### src/hw/rtl/spims_pkg.sv
`default_nettype none

package spims_pkg;

   localparam int WORD_W     = 16;
   localparam int FRAME_W    = 5;
   localparam int SHIFT_W    = 4;
   localparam int HALF_W     = 16;
   localparam int MIN_FRAME  = 4;
   localparam int MAX_FRAME  = 16;

   localparam int FIFO_DEPTH = 8;
   localparam int DEPTH_W    = (FIFO_DEPTH > 1) ? $clog2(FIFO_DEPTH) : 1;
   localparam int CNT_W      = $clog2(FIFO_DEPTH + 1);
   localparam int SUM_W      = CNT_W + 1;

   typedef enum logic [1:0] {
      KIND_TICK  = 2'd0,
      KIND_WRITE = 2'd1,
      KIND_READ  = 2'd2
   } spims_kind_type;

   typedef enum logic [2:0] {
      REG_FRAME_BITS    = 3'd0,
      REG_CLOCK_MODE    = 3'd1,
      REG_PRESCALE      = 3'd2,
      REG_CLOCK_DIVIDER = 3'd3,
      REG_ENABLE        = 3'd4
   } spims_reg_type;

   typedef struct packed {
      logic [FRAME_W-1:0] frame_bits;
      logic               cpol;
      logic               cpha;
      logic [HALF_W-1:0]  half_ticks;
      logic               enable;
   } spims_cfg_type;

   typedef struct packed {
      logic sck;
      logic mosi;
      logic rx_not_empty;
      logic tx_not_full;
      logic busy;
      logic overrun;
   } spims_status_type;

   // ring index: head plus offset, wrapped at the FIFO depth
   function automatic logic [DEPTH_W-1:0] wrap_add(input logic [DEPTH_W-1:0] head,
                                                   input logic [CNT_W-1:0]   offs);
      logic [SUM_W-1:0] sum;
      sum = SUM_W'(head) + SUM_W'(offs);
      if (sum >= SUM_W'(FIFO_DEPTH)) begin
         sum = sum - SUM_W'(FIFO_DEPTH);
      end
      return DEPTH_W'(sum);
   endfunction

endpackage

`default_nettype wire

### src/hw/rtl/spi_master_serializer_unit.sv
// SPI master serializer. Takes one word per clock on the req_ channel (a tick, a
// transmit-FIFO write or a receive-FIFO read) while the response is not stalled, and
// returns one status word per request on the rsp_ channel, in order. Sustained rate
// is one request per cycle while rsp_ready stays high; each response passes through
// the registered read of the FIFO RAMs (transmit and receive FIFOs each live in a
// single-port-write RAM) followed by the output register. Configuration writes on
// the csr_ channel are accepted whenever reset is low and act on the next request.
`default_nettype none

module spi_master_serializer_unit (
   input  wire logic         clock,
   input  wire logic         reset,

   input  wire logic         req_valid,
   output logic              req_ready,
   input  wire logic [1:0]   req_kind,
   input  wire logic [15:0]  req_write_data,
   input  wire logic         req_miso,

   output logic              rsp_valid,
   input  wire logic         rsp_ready,
   output logic              rsp_sck,
   output logic              rsp_mosi,
   output logic      [15:0]  rsp_read_data,
   output logic              rsp_rx_not_empty,
   output logic              rsp_tx_not_full,
   output logic              rsp_busy_res,
   output logic              rsp_overrun,

   input  wire logic         csr_valid,
   output logic              csr_ready,
   input  wire logic [2:0]   csr_index,
   input  wire logic [7:0]   csr_write_data
);

   logic [spims_pkg::FRAME_W-1:0] frame_ff, frame_in;
   logic [1:0]                    mode_ff, mode_in;
   logic [7:0]                    presc_ff, presc_in, div_ff, div_in;
   logic                          en_ff, en_in;
   logic [spims_pkg::HALF_W-1:0]  half_ff, half_in;
   logic [6:0]                    presc_half;
   logic                          csr_wr;

   spims_pkg::spims_cfg_type      cfg;
   spims_pkg::spims_status_type   status, rsp_st_ff;
   logic [spims_pkg::WORD_W-1:0]  core_rdata, rsp_rdata_ff;

   logic s2_valid_ff, s2_valid_in, rsp_valid_ff, rsp_valid_in;
   logic stall, s2_adv, accept;

   assign csr_ready = ~reset;
   assign csr_wr    = csr_valid & csr_ready;

   always_comb begin
      frame_in = frame_ff;
      mode_in  = mode_ff;
      presc_in = presc_ff;
      div_in   = div_ff;
      en_in    = en_ff;
      if (csr_wr) begin
         unique case (csr_index)
            spims_pkg::REG_FRAME_BITS:    frame_in = csr_write_data[spims_pkg::FRAME_W-1:0];
            spims_pkg::REG_CLOCK_MODE:    mode_in  = csr_write_data[1:0];
            spims_pkg::REG_PRESCALE:      presc_in = csr_write_data;
            spims_pkg::REG_CLOCK_DIVIDER: div_in   = csr_write_data;
            spims_pkg::REG_ENABLE:        en_in    = csr_write_data[0];
            default: ;
         endcase
      end
   end

   // half bit = (prescale/2, at least 1) * (divider + 1)
   assign presc_half = (presc_in[7:1] == '0) ? 7'd1 : presc_in[7:1];
   assign half_in    = spims_pkg::HALF_W'(presc_half) *
                       (spims_pkg::HALF_W'(div_in) + spims_pkg::HALF_W'(1));

   always_ff @(posedge clock) begin
      if (reset) begin
         frame_ff <= spims_pkg::FRAME_W'(8);
         mode_ff  <= '0;
         presc_ff <= 8'd2;
         div_ff   <= '0;
         en_ff    <= 1'b0;
         half_ff  <= spims_pkg::HALF_W'(1);
      end else begin
         frame_ff <= frame_in;
         mode_ff  <= mode_in;
         presc_ff <= presc_in;
         div_ff   <= div_in;
         en_ff    <= en_in;
         half_ff  <= half_in;
      end
   end

   always_comb begin
      cfg.frame_bits = frame_ff;
      cfg.cpol       = mode_ff[1];
      cfg.cpha       = mode_ff[0];
      cfg.half_ticks = half_ff;
      cfg.enable     = en_ff;
   end

   // two stages: core state update, then capture into the output register
   assign stall     = rsp_valid_ff & ~rsp_ready;
   assign s2_adv    = s2_valid_ff & ~stall;
   assign req_ready = ~reset & (~s2_valid_ff | ~stall);
   assign accept    = req_valid & req_ready;

   assign s2_valid_in  = accept | (s2_valid_ff & ~s2_adv);
   assign rsp_valid_in = s2_adv | (rsp_valid_ff & ~rsp_ready);

   spims_core u_core (
      .clock      (clock),
      .reset      (reset),
      .accept     (accept),
      .kind       (req_kind),
      .write_data (req_write_data),
      .miso       (req_miso),
      .cfg        (cfg),
      .status     (status),
      .read_data  (core_rdata)
   );

   always_ff @(posedge clock) begin
      if (reset) begin
         s2_valid_ff  <= 1'b0;
         rsp_valid_ff <= 1'b0;
      end else begin
         s2_valid_ff  <= s2_valid_in;
         rsp_valid_ff <= rsp_valid_in;
      end
   end

   always_ff @(posedge clock) begin
      if (s2_adv) begin
         rsp_st_ff    <= status;
         rsp_rdata_ff <= core_rdata;
      end
   end

   assign rsp_valid        = rsp_valid_ff;
   assign rsp_sck          = rsp_st_ff.sck;
   assign rsp_mosi         = rsp_st_ff.mosi;
   assign rsp_read_data    = rsp_rdata_ff;
   assign rsp_rx_not_empty = rsp_st_ff.rx_not_empty;
   assign rsp_tx_not_full  = rsp_st_ff.tx_not_full;
   assign rsp_busy_res     = rsp_st_ff.busy;
   assign rsp_overrun      = rsp_st_ff.overrun;

endmodule

`default_nettype wire

### src/hw/rtl/spims_ram.sv
`default_nettype none

module spims_ram #(
   parameter int WIDTH = 16,
   parameter int DEPTH = 8
) (
   input  wire logic                                      clock,
   input  wire logic                                      we,
   input  wire logic [((DEPTH > 1) ? $clog2(DEPTH) : 1)-1:0] waddr,
   input  wire logic [WIDTH-1:0]                          wdata,
   input  wire logic                                      re,
   input  wire logic [((DEPTH > 1) ? $clog2(DEPTH) : 1)-1:0] raddr,
   output logic      [WIDTH-1:0]                          rdata
);

   logic [WIDTH-1:0] mem_ff [DEPTH];
   logic [WIDTH-1:0] rdata_ff;

   always_ff @(posedge clock) begin
      if (we) begin
         mem_ff[waddr] <= wdata;
      end
      if (re) begin
         rdata_ff <= mem_ff[raddr];
      end
   end

   assign rdata = rdata_ff;

endmodule

`default_nettype wire

### src/hw/rtl/spims_core.sv
`default_nettype none

module spims_core (
   input  wire logic                             clock,
   input  wire logic                             reset,
   input  wire logic                             accept,
   input  wire logic [1:0]                       kind,
   input  wire logic [spims_pkg::WORD_W-1:0]     write_data,
   input  wire logic                             miso,
   input  wire spims_pkg::spims_cfg_type         cfg,
   output spims_pkg::spims_status_type           status,
   output logic      [spims_pkg::WORD_W-1:0]     read_data
);

   logic [spims_pkg::CNT_W-1:0]   tx_cnt_ff, tx_cnt_in, rx_cnt_ff, rx_cnt_in;
   logic [spims_pkg::DEPTH_W-1:0] tx_head_ff, tx_head_in, rx_head_ff, rx_head_in;
   logic [spims_pkg::HALF_W-1:0]  tick_ff, tick_in, tick_inc;
   logic [spims_pkg::FRAME_W-1:0] bits_ff, bits_in, bits_dec, n_sat;
   logic [spims_pkg::WORD_W-1:0]  so_ff, so_in, so_eff, si_ff, si_in;
   logic [spims_pkg::SHIFT_W-1:0] lshift_ff, lshift_in;
   logic sh_ff, sh_in, active_ff, active_in, ovr_ff, ovr_in;
   logic load_pend_ff, load_pend_in, rd_pend_ff, rd_pend_in;
   logic load, finish;

   logic                          tx_we, tx_re, rx_we, rx_re;
   logic [spims_pkg::DEPTH_W-1:0] tx_waddr, rx_waddr;
   logic [spims_pkg::WORD_W-1:0]  tx_q, rx_q;

   spims_ram #(.WIDTH(spims_pkg::WORD_W), .DEPTH(spims_pkg::FIFO_DEPTH)) u_tx_ram (
      .clock (clock),
      .we    (tx_we),
      .waddr (tx_waddr),
      .wdata (write_data),
      .re    (tx_re),
      .raddr (tx_head_ff),
      .rdata (tx_q)
   );

   spims_ram #(.WIDTH(spims_pkg::WORD_W), .DEPTH(spims_pkg::FIFO_DEPTH)) u_rx_ram (
      .clock (clock),
      .we    (rx_we),
      .waddr (rx_waddr),
      .wdata (si_ff),
      .re    (rx_re),
      .raddr (rx_head_ff),
      .rdata (rx_q)
   );

   assign tx_waddr = spims_pkg::wrap_add(tx_head_ff, tx_cnt_ff);
   assign rx_waddr = spims_pkg::wrap_add(rx_head_ff, rx_cnt_ff);

   // the word fetched on a load lands in the next cycle: forward it, left aligned
   assign so_eff = load_pend_ff ? spims_pkg::WORD_W'(tx_q << lshift_ff) : so_ff;

   assign tick_inc = tick_ff + spims_pkg::HALF_W'(1);
   assign bits_dec = (bits_ff != '0) ? bits_ff - spims_pkg::FRAME_W'(1) : bits_ff;

   always_comb begin
      if (cfg.frame_bits < spims_pkg::FRAME_W'(spims_pkg::MIN_FRAME)) begin
         n_sat = spims_pkg::FRAME_W'(spims_pkg::MIN_FRAME);
      end else if (cfg.frame_bits > spims_pkg::FRAME_W'(spims_pkg::MAX_FRAME)) begin
         n_sat = spims_pkg::FRAME_W'(spims_pkg::MAX_FRAME);
      end else begin
         n_sat = cfg.frame_bits;
      end
   end

   always_comb begin
      tx_cnt_in    = tx_cnt_ff;
      rx_cnt_in    = rx_cnt_ff;
      tx_head_in   = tx_head_ff;
      rx_head_in   = rx_head_ff;
      tick_in      = tick_ff;
      bits_in      = bits_ff;
      so_in        = so_eff;
      si_in        = si_ff;
      lshift_in    = lshift_ff;
      sh_in        = sh_ff;
      active_in    = active_ff;
      ovr_in       = ovr_ff;
      load_pend_in = load_pend_ff;
      rd_pend_in   = rd_pend_ff;
      tx_we        = 1'b0;
      tx_re        = 1'b0;
      rx_we        = 1'b0;
      rx_re        = 1'b0;
      load         = 1'b0;
      finish       = 1'b0;

      if (accept) begin
         case (kind)
            spims_pkg::KIND_TICK: begin
               if (cfg.enable) begin
                  if (!active_ff) begin
                     load = (tx_cnt_ff != '0);
                  end else if (tick_inc < cfg.half_ticks) begin
                     tick_in = tick_inc;
                  end else begin
                     tick_in = '0;
                     if (!sh_ff) begin
                        si_in = {si_ff[spims_pkg::WORD_W-2:0], miso};
                        sh_in = 1'b1;
                     end else begin
                        sh_in   = 1'b0;
                        so_in   = {so_eff[spims_pkg::WORD_W-2:0], 1'b0};
                        bits_in = bits_dec;
                        finish  = (bits_dec == '0);
                     end
                  end
               end
            end
            spims_pkg::KIND_WRITE: begin
               if (tx_cnt_ff < spims_pkg::CNT_W'(spims_pkg::FIFO_DEPTH)) begin
                  tx_we     = 1'b1;
                  tx_cnt_in = tx_cnt_ff + spims_pkg::CNT_W'(1);
               end
            end
            spims_pkg::KIND_READ: begin
               if (rx_cnt_ff != '0) begin
                  rx_re      = 1'b1;
                  rx_head_in = spims_pkg::wrap_add(rx_head_ff, spims_pkg::CNT_W'(1));
                  rx_cnt_in  = rx_cnt_ff - spims_pkg::CNT_W'(1);
               end
            end
            default: ;
         endcase

         rd_pend_in = rx_re;

         if (finish) begin
            if (rx_cnt_ff < spims_pkg::CNT_W'(spims_pkg::FIFO_DEPTH)) begin
               rx_we     = 1'b1;
               rx_cnt_in = rx_cnt_ff + spims_pkg::CNT_W'(1);
            end else begin
               ovr_in = 1'b1;
            end
            active_in = 1'b0;
            load      = (tx_cnt_ff != '0);
         end

         if (load) begin
            tx_re      = 1'b1;
            tx_head_in = spims_pkg::wrap_add(tx_head_ff, spims_pkg::CNT_W'(1));
            tx_cnt_in  = tx_cnt_ff - spims_pkg::CNT_W'(1);
            lshift_in  = spims_pkg::SHIFT_W'(spims_pkg::FRAME_W'(spims_pkg::WORD_W) - n_sat);
            si_in      = '0;
            bits_in    = n_sat;
            tick_in    = '0;
            sh_in      = 1'b0;
            active_in  = 1'b1;
         end

         load_pend_in = load;
      end
   end

   always_ff @(posedge clock) begin
      if (reset) begin
         tx_cnt_ff    <= '0;
         rx_cnt_ff    <= '0;
         tx_head_ff   <= '0;
         rx_head_ff   <= '0;
         tick_ff      <= '0;
         bits_ff      <= '0;
         so_ff        <= '0;
         si_ff        <= '0;
         lshift_ff    <= '0;
         sh_ff        <= 1'b0;
         active_ff    <= 1'b0;
         ovr_ff       <= 1'b0;
         load_pend_ff <= 1'b0;
         rd_pend_ff   <= 1'b0;
      end else begin
         tx_cnt_ff    <= tx_cnt_in;
         rx_cnt_ff    <= rx_cnt_in;
         tx_head_ff   <= tx_head_in;
         rx_head_ff   <= rx_head_in;
         tick_ff      <= tick_in;
         bits_ff      <= bits_in;
         so_ff        <= so_in;
         si_ff        <= si_in;
         lshift_ff    <= lshift_in;
         sh_ff        <= sh_in;
         active_ff    <= active_in;
         ovr_ff       <= ovr_in;
         load_pend_ff <= load_pend_in;
         rd_pend_ff   <= rd_pend_in;
      end
   end

   // status reflects the state left by the last accepted word
   always_comb begin
      status.sck          = active_ff ? (cfg.cpol ^ cfg.cpha ^ sh_ff) : cfg.cpol;
      status.mosi         = active_ff & so_eff[spims_pkg::WORD_W-1];
      status.rx_not_empty = (rx_cnt_ff != '0);
      status.tx_not_full  = (tx_cnt_ff < spims_pkg::CNT_W'(spims_pkg::FIFO_DEPTH));
      status.busy         = active_ff | (tx_cnt_ff != '0);
      status.overrun      = ovr_ff;
   end

   assign read_data = rd_pend_ff ? rx_q : '0;

endmodule

`default_nettype wire

### config.mk
export PLATFORM = sky130hd
export DESIGN_NAME = spi_master_serializer_unit
export DESIGN_NICKNAME = d
export VERILOG_FILES = /design/src/hw/rtl/spims_pkg.sv /design/src/hw/rtl/spi_master_serializer_unit.sv /design/src/hw/rtl/spims_ram.sv /design/src/hw/rtl/spims_core.sv
export SDC_FILE = /design/constraint.sdc
export NUM_CORES = 1
export LEC_CHECK = 0
export BUFFER_PORTS_ARGS = -buffer_cell sky130_fd_sc_hd__buf_2
export CAP_MARGIN = 40
export CORE_MARGIN = 2
export CORE_UTILIZATION = 62
export CTS_CLUSTER_SIZE = 20
export DETAILED_ROUTE_END_ITERATION = 16
export MAX_ROUTING_LAYER = met4
export PLACE_DENSITY = 0.79
export SETUP_SLACK_MARGIN = 0.2
export SKIP_LAST_GASP = 1
export SLEW_MARGIN = 0
export SYNTH_ARGS = -nofsm -noshare
export SYNTH_HDL_FRONTEND = slang
export SYNTH_SLANG_ARGS = --single-unit
### constraint.sdc
create_clock -name clock -period 11 [get_ports clock]
set_input_delay 2.2 -clock clock [delete_from_list [all_inputs] [get_ports clock]]
set_output_delay 2.2 -clock clock [all_outputs]
set_load 0.01 [all_outputs]
Word-level counts from Yosys, hierarchy flattened --
Memories as Yosys holds them, arrays and structs flattened. A register that Yosys moved wholly into a read port is not among the register bits. Cells that the tools add are included.
Storage, ports and cells: input port bits 35, memories 2, RAM bits 256, bits in registers 140, output and inout bits 25
Memory list:
- u_core.u_rx_ram.mem_ff | depth 8, width 16, rd ports 1, clocked after memory_dff 1, wr ports 1, line spims_ram.sv:16 | logic [WIDTH-1:0] mem_ff [DEPTH];
- u_core.u_tx_ram.mem_ff | depth 8, width 16, rd ports 1, clocked after memory_dff 1, wr ports 1, line spims_ram.sv:16
Cells by class: shift-type cells 1, add/sub/neg operators 16, equal/unequal tests 8, multiplexer cells 78, bitwise gates (word level) 19, reductions and logical operators 27, order comparisons 9, multiply operators 1
Operators with widths (number):
- two-way mux 16 bit | 18
- two-way mux 5 bit | 9
- two-way mux 1 bit | 35
- two-way mux 8 bit | 4
- two-way mux 4 bit | 7
- adder 16 x 1 -> 16 bit (second input constant) | 1
- < comparator 16 bit | 1
- multiplier 7 x 9 -> 16 bit | 1
- left shift 16 x 4 -> 16 bit | 1
- nonzero test 2 bit | 7
- two-way mux 3 bit | 4
- AND reduction 2 bit | 6
- AND reduction 6 bit | 2
- subtractor 3 x 1 -> 3 bit (second input constant) | 4
- adder 3 x 4 -> 5 bit | 2
- >= comparator 5 x 4 -> 1 bit (second input constant) | 2
- adder 8 x 1 -> 9 bit (second input constant) | 1
- AND reduction 3 bit | 3
- adder 3 x 1 -> 4 bit (second input constant) | 2
- adder 4 x 1 -> 4 bit (second input constant) | 2
- >= comparator 4 bit (second input constant) | 2
- < comparator 4 bit (second input constant) | 2
- nonzero test 4 bit | 2
- subtractor 4 x 1 -> 4 bit (second input constant) | 2
- other kinds (22) | 39

Depth between registers and ports, before layout --
word-level depth 13, gate-level depth with buffers 25, mapped depth without buffers 25

Hierarchy --
A second synthesis with hierarchy kept.
Second synthesis, totals: cell total of the unflattened synthesis 1478, area, all modules 20389.6 um^2
By module, submodules not included:
- spims_ram | instances 2, cells each 214, area an instance 5454.0 um^2
- spims_core | instances 1, cells each 612, area an instance 5134.9 um^2
- spi_master_serializer_unit | instances 1, cells each 438, area an instance 4346.7 um^2

Least setup slack after synthesis --
No wires, ideal clock.
path type input -> register, start in reset, end reg half_ff[15] in the netlist's numbering, data required time 10872 ps, arrival 8321 ps, setup slack 2551 ps, cell stages on the path 22, setup time 128 ps, buffers on the path 1, cell sequence clkbuf_1 -> nor3_2 -> mux2i_1 -> inv_1 -> ha_1 -> xor2_1 -> or2_2 -> fa_1 -> fa_1 -> inv_1 -> fa_1 -> inv_1 -> fa_1 -> inv_1 -> ha_1 -> o21a_1 -> a2111oi_0 -> nor3_1 -> a2111o_1 -> a21oi_1 -> xnor2_1 -> nor2_1
RTL lines:
- from (decl) | line spi_master_serializer_unit.sv:12 | input wire logic reset,
- inverter 1 bit | line spi_master_serializer_unit.sv:51 | assign csr_ready = ~reset;
- bitwise AND 1 bit | line spi_master_serializer_unit.sv:52 | assign csr_wr = csr_valid & csr_ready;
- two-way mux 8 bit | line spi_master_serializer_unit.sv:60 | if (csr_wr) begin
- net div_in[0] | line spi_master_serializer_unit.sv:38 | logic [7:0] presc_ff, presc_in, div_ff, div_in;
- adder 8 x 1 -> 9 bit | line spi_master_serializer_unit.sv:75 | (spims_pkg::HALF_W'(div_in) + spims_pkg::HALF_W'(1));
- multiplier 7 x 9 -> 16 bit | line spi_master_serializer_unit.sv:74 | assign half_in = spims_pkg::HALF_W'(presc_half) *
- to (signal assigned) | line spi_master_serializer_unit.sv:84 | half_ff <= spims_pkg::HALF_W'(1);
- to (signal assigned) | line spi_master_serializer_unit.sv:91 | half_ff <= half_in;
- to (decl) | line spi_master_serializer_unit.sv:40 | logic [spims_pkg::HALF_W-1:0] half_ff, half_in;
The timed path passes the listed nets, and every way through them passes these cells. A chain may end at the register's enable or synchronous reset.

Worst setup path in the final report --
Ends and elaborated chain as after synthesis.

==> reports/results.txt <==
The flow ran to the end, and the final reports show no timing, DRC or antenna violations. Setup repair after global routing left no endpoint under its margin. The startpoint-to-endpoint class of the critical path was primary input to flip-flop. The critical path depth in cells works out to 23. Largest driver fanout on the critical path: 49. Dividing the detail-routed via count by the number of cells gives 6.079.

After the first detailed-routing iteration, the DRC count stood at 911. The cell count after synthesis was 1,459. The flip-flop and latch count after synthesis works out to 427. Final hold slack: 0.5007 ns.

The count of buffers added on input and output ports is 59. The largest net degree at the start of global routing is 70, and the share of the clock period used by the worst path is 78.42%. STA puts the critical path data required time at 11.42 ns. Counting every net in the synthesized netlist gives 1,593. Parity-gate share of the synthesized area counting xor and xnor cells: 2.086%. For this configuration, the core starts out at a cell density of 62.70%.

Data on the critical path arrives at its endpoint at 9.05 ns. The launching element of the worst setup path is reset. STA classifies the critical path startpoint as a primary input. The endpoint of the worst setup timing path is half_ff[15].

Gates resized during post-CTS repair numbered 0. The insertion delay to the later sink of the worst-skew pair is 0.56 ns, and the standard cell core area is 31,470 sq um. The run gives 1,966 as the non-filler instance count after layout.

Together, buffers and inverters on the worst path number 6. The routed via count was 11,950. The H-tree was split into 2 levels. The number of antenna violations at the first check in global routing came out at 0. Routability-driven placement finished with a final weighted congestion of 0.8656. The synthesized-area fraction occupied by ao, oa, aoi and oai cells is 6.182%. The total negative slack for setup checks was 0 ns.

Across the run, the number of max-cap violations was 0. The total chip power is 3.158 mW, and the worst stage delay on the critical path is 0.69 ns. The startpoint identified for the worst hold timing path is mode_ff[1]. Leaving out fill and tap cells, the most frequent cell in the layout is sky130_fd_sc_hd__edfxtp_1. Measured against the total synthesized area, the mux share comes to 12.52%.

The number of clock sinks seen by CTS was 427. The kind of cell with the highest combined delay along the critical path is adder cells. The number of distinct library cells after synthesis is 64. The total clock buffers created by CTS was 43; the floorplan die height was 182.4 um.

Across all register-to-register paths, the minimum setup slack is 4.62 ns. The number of max-slew violations in the final report came out at 0. Predominant post-synthesis flop cell: sky130_fd_sc_hd__edfxtp_1. From synthesis to final layout, the design area changed by 11.56%. The share of cells above drive strength 1 is 19.12%, and the final routed DRC violation total is 0. The pin slew with the least headroom to its limit came out at 0.8984 ns. After synthesis, the largest family of logic cells by area is multiplexers. The min-delay analysis places its worst path in the category flip-flop to flip-flop. On the critical path, the stage with the largest delay is an instance of sky130_fd_sc_hd__a2111oi_0. IR analysis of the VDD net gives a maximum drop of 0.1656 mV. Walking the worst path, the cells encountered are buf_4, nor3_2, buf_4, mux2i_1, inv_1, ha_1, xor2_1, or2_2, fa_1, fa_1, inv_1, fa_1, inv_1, fa_1, inv_1, ha_1, o21a_1, a2111oi_0, nor3_1, a2111o_1, a21oi_1, xnor2_1, nor2_1. Global routing used 25.57% of the available tracks. The worst path needs 8.626 ns of the cycle, external delays included. Averaged over all synthesized cells, the footprint is 13.52 sq um. After clock tree synthesis, the clock-pin slew on the worst setup and hold paths is 0.06 ns. Leaving out fill and tap cells, the most frequent cells in the layout are sky130_fd_sc_hd__edfxtp_1 (310), sky130_fd_sc_hd__nor2_1 (185), sky130_fd_sc_hd__dfxtp_1 (115). In this run the deepest clock path goes through 3 buffers. The die extent in x is 182.4 um.

The launching point of the worst reg2reg path is div_ff[0]. The kind of end point of the critical path is a flip-flop. Derived from the worst setup path, the maximum achievable clock frequency is 115.9 MHz. Summing the sequential cell areas from Yosys gives 59.05% of the chip area. The synthesized design contains 310 enable-type register cells. During synthesis, Yosys emitted a total of 0 warnings. The depth of the worst register-to-register path came out at 20.

Power per cell area: 143.4 nW/um^2. After the last flow step, the layout net total stands at 1,665. For the antenna diode instance count, the log shows 0.

The adder-cell share of the synthesized area was 7.685%. The logs give 0 for the number of buffers added for setup after CTS and 0 for the number of hold buffers added after CTS. Endpoint of the worst-slack reg-to-reg timing path: half_ff[15].

The logs give 38.40% for the worst-case headroom to the max-slew limit and 1,887 for the number of cells after detailed placement. The floorplan step defined a die boundary enclosing 33,270 sq um. The average detailed-routed wire length per instance came out at 20.36 um. Setup violations remaining at the end of the flow were counted as 0. TritonCTS built the clock tree.

Summed over all cells, the static leakage comes to 7.732 nW. The run gives 12,140 as the via count of the first global-routing pass. After floorplanning, the core was divided into 65 placement rows. The tools report the master cell of the clock root buffer as sky130_fd_sc_hd__clkbuf_16. For this run, asynchronously set or reset flops after synthesis account for 0%. Measured on the finished design, the core utilization comes to 69.94%.

Pin placement for this block handled 60 I/O pins. The remaining global-route overflow was 0. In this run the remaining antenna-violating nets after routing total 0. The HPWL after detailed placement came out at 26,040 um. Wires add up to 40,020 um.

Simple-gate share of the synthesized area: 9.841%. For the setup clock skew after layout, the log shows 0.01851 ns. The mapped cell area came out at 19,730 sq um. Number of fillers in the final layout: 2,074.

The logs give 0 for the final count of hold timing violations and 64,610 um for the wire length of the first global-routing pass. The run gives 7 as the number of iterations in the first detailed-routing pass.
[report_power, final]
group,switching (mW),leakage [nW],internal [mW]
clock network,0.596,0.630,0.765
registers,0.00290,3.67,1.72
logic,0.0505,3.43,0.0232
total,0.649,7.73,2.51
[cell type report]
class	count	area [sq um]	area share, %
well taps	402	503.0	2.285
flip-flops and latches	427	11650	52.94
repair buffers	95	653.1	2.967
clock inverters	21	160.2	0.7275
clock buffers	57	1149	5.218
multi-input cells	896	7640	34.71
inverters	68	255.2	1.159
[worst min-delay path, cell delays in order, from the launching register on]
cell	delay (ns)
sky130_fd_sc_hd__dfxtp_1	0.32
sky130_fd_sc_hd__o21ai_0	0.07
sky130_fd_sc_hd__a21oi_1	0.06
[how the worst min path moves through the flow]
| stage | to | slack (ns) | cells after the start |
|---|---|---|---|
| 4_1_cts | mode_ff[1] | 0.50 | 2 |
| 3_3_place_gp | rsp_overrun | 0.48 | 0 |
| 3_5_place_dp | rsp_overrun | 0.49 | 0 |
| 6_report | mode_ff[1] | 0.50 | 2 |
| 2_1_floorplan | rsp_overrun | 0.41 | 0 |
| 5_1_grt | rsp_overrun | 0.51 | 0 |
[metal layers]
layer,vias to the layer above,wire length [um],GRT usage [%]
li1,5524,-,-
met2,392,20290,43.02
met5,-,0,-
met4,0,1044,7.871
met1,5956,16560,32.81
met3,79,2130,3.373
[per-stage QoR]
stage               area, sq um  setup WS, ns
floorplan                 19730         2.551
global placement          20510         2.026
detailed placement        20700         1.874
CTS                       22010         2.432
global route              22010         2.004
finish                    22010         2.374
[state kept, by name (all words and copies together) (netlist names), 5 cells and up]
signal / count
half_ff: 16
u_core.tick_ff: 16
u_core.u_tx_ram.mem_ff: 128
u_core.so_ff: 16
u_core.u_rx_ram.mem_ff: 128
rsp_read_data: 16
frame_ff: 5
u_core.u_tx_ram.rdata: 16
u_core.si_ff: 16
div_ff: 8
u_core.u_rx_ram.rdata: 16
u_core.bits_ff: 5
presc_ff: 7
[Yosys cell counts, types with 4 or more instances]
library cell	number	share of area, %
sky130_fd_sc_hd__nor2b_1	27	0.86
sky130_fd_sc_hd__o21a_1	5	0.19
sky130_fd_sc_hd__xnor2_1	23	1.0
sky130_fd_sc_hd__fa_1	37	3.8
sky130_fd_sc_hd__nor2_1	190	3.6
sky130_fd_sc_hd__and3_1	10	0.32
sky130_fd_sc_hd__a21oi_1	51	1.3
sky130_fd_sc_hd__xor2_1	24	1.1
sky130_fd_sc_hd__a211o_1	4	0.18
sky130_fd_sc_hd__nand3b_1	12	0.46
sky130_fd_sc_hd__or2_2	9	0.29
sky130_fd_sc_hd__a211oi_1	18	0.68
sky130_fd_sc_hd__a31oi_1	10	0.32
sky130_fd_sc_hd__ha_1	62	3.9
sky130_fd_sc_hd__buf_1	10	0.19
sky130_fd_sc_hd__nand3_1	17	0.43
sky130_fd_sc_hd__clkbuf_1	53	1.0
sky130_fd_sc_hd__nand2_1	61	1.2
sky130_fd_sc_hd__o21ai_0	41	1.0
sky130_fd_sc_hd__o31ai_1	5	0.19
sky130_fd_sc_hd__and2_1	23	0.73
sky130_fd_sc_hd__nand4_1	5	0.16
sky130_fd_sc_hd__o221ai_1	5	0.22
sky130_fd_sc_hd__nand2b_1	13	0.41
sky130_fd_sc_hd__edfxtp_1	310	47
sky130_fd_sc_hd__inv_1	67	1.3
sky130_fd_sc_hd__o22ai_1	4	0.13
sky130_fd_sc_hd__mux2_2	38	2.2
sky130_fd_sc_hd__nor3_1	28	0.71
sky130_fd_sc_hd__dfxtp_1	117	12
sky130_fd_sc_hd__mux2i_1	42	2.1
sky130_fd_sc_hd__a22oi_1	18	0.68
sky130_fd_sc_hd__mux4_2	72	8.2
sky130_fd_sc_hd__a21o_1	5	0.19
[logic make-up (layout without fill, tap and decap cells)]
| group | Yosys count | in the layout |
|---|---|---|
| AO/OA/AOI/OAI | 185 | 185 |
| XOR/XNOR | 47 | 47 |
| adder cells (fa/ha/maj) | 99 | 99 |
| buffers and inverters | 136 | 241 |
| flip-flops | 427 | 427 |
| multiplexers | 152 | 152 |
| AND/OR/NAND/NOR | 413 | 413 |
(Power assumes the default switching activity.)
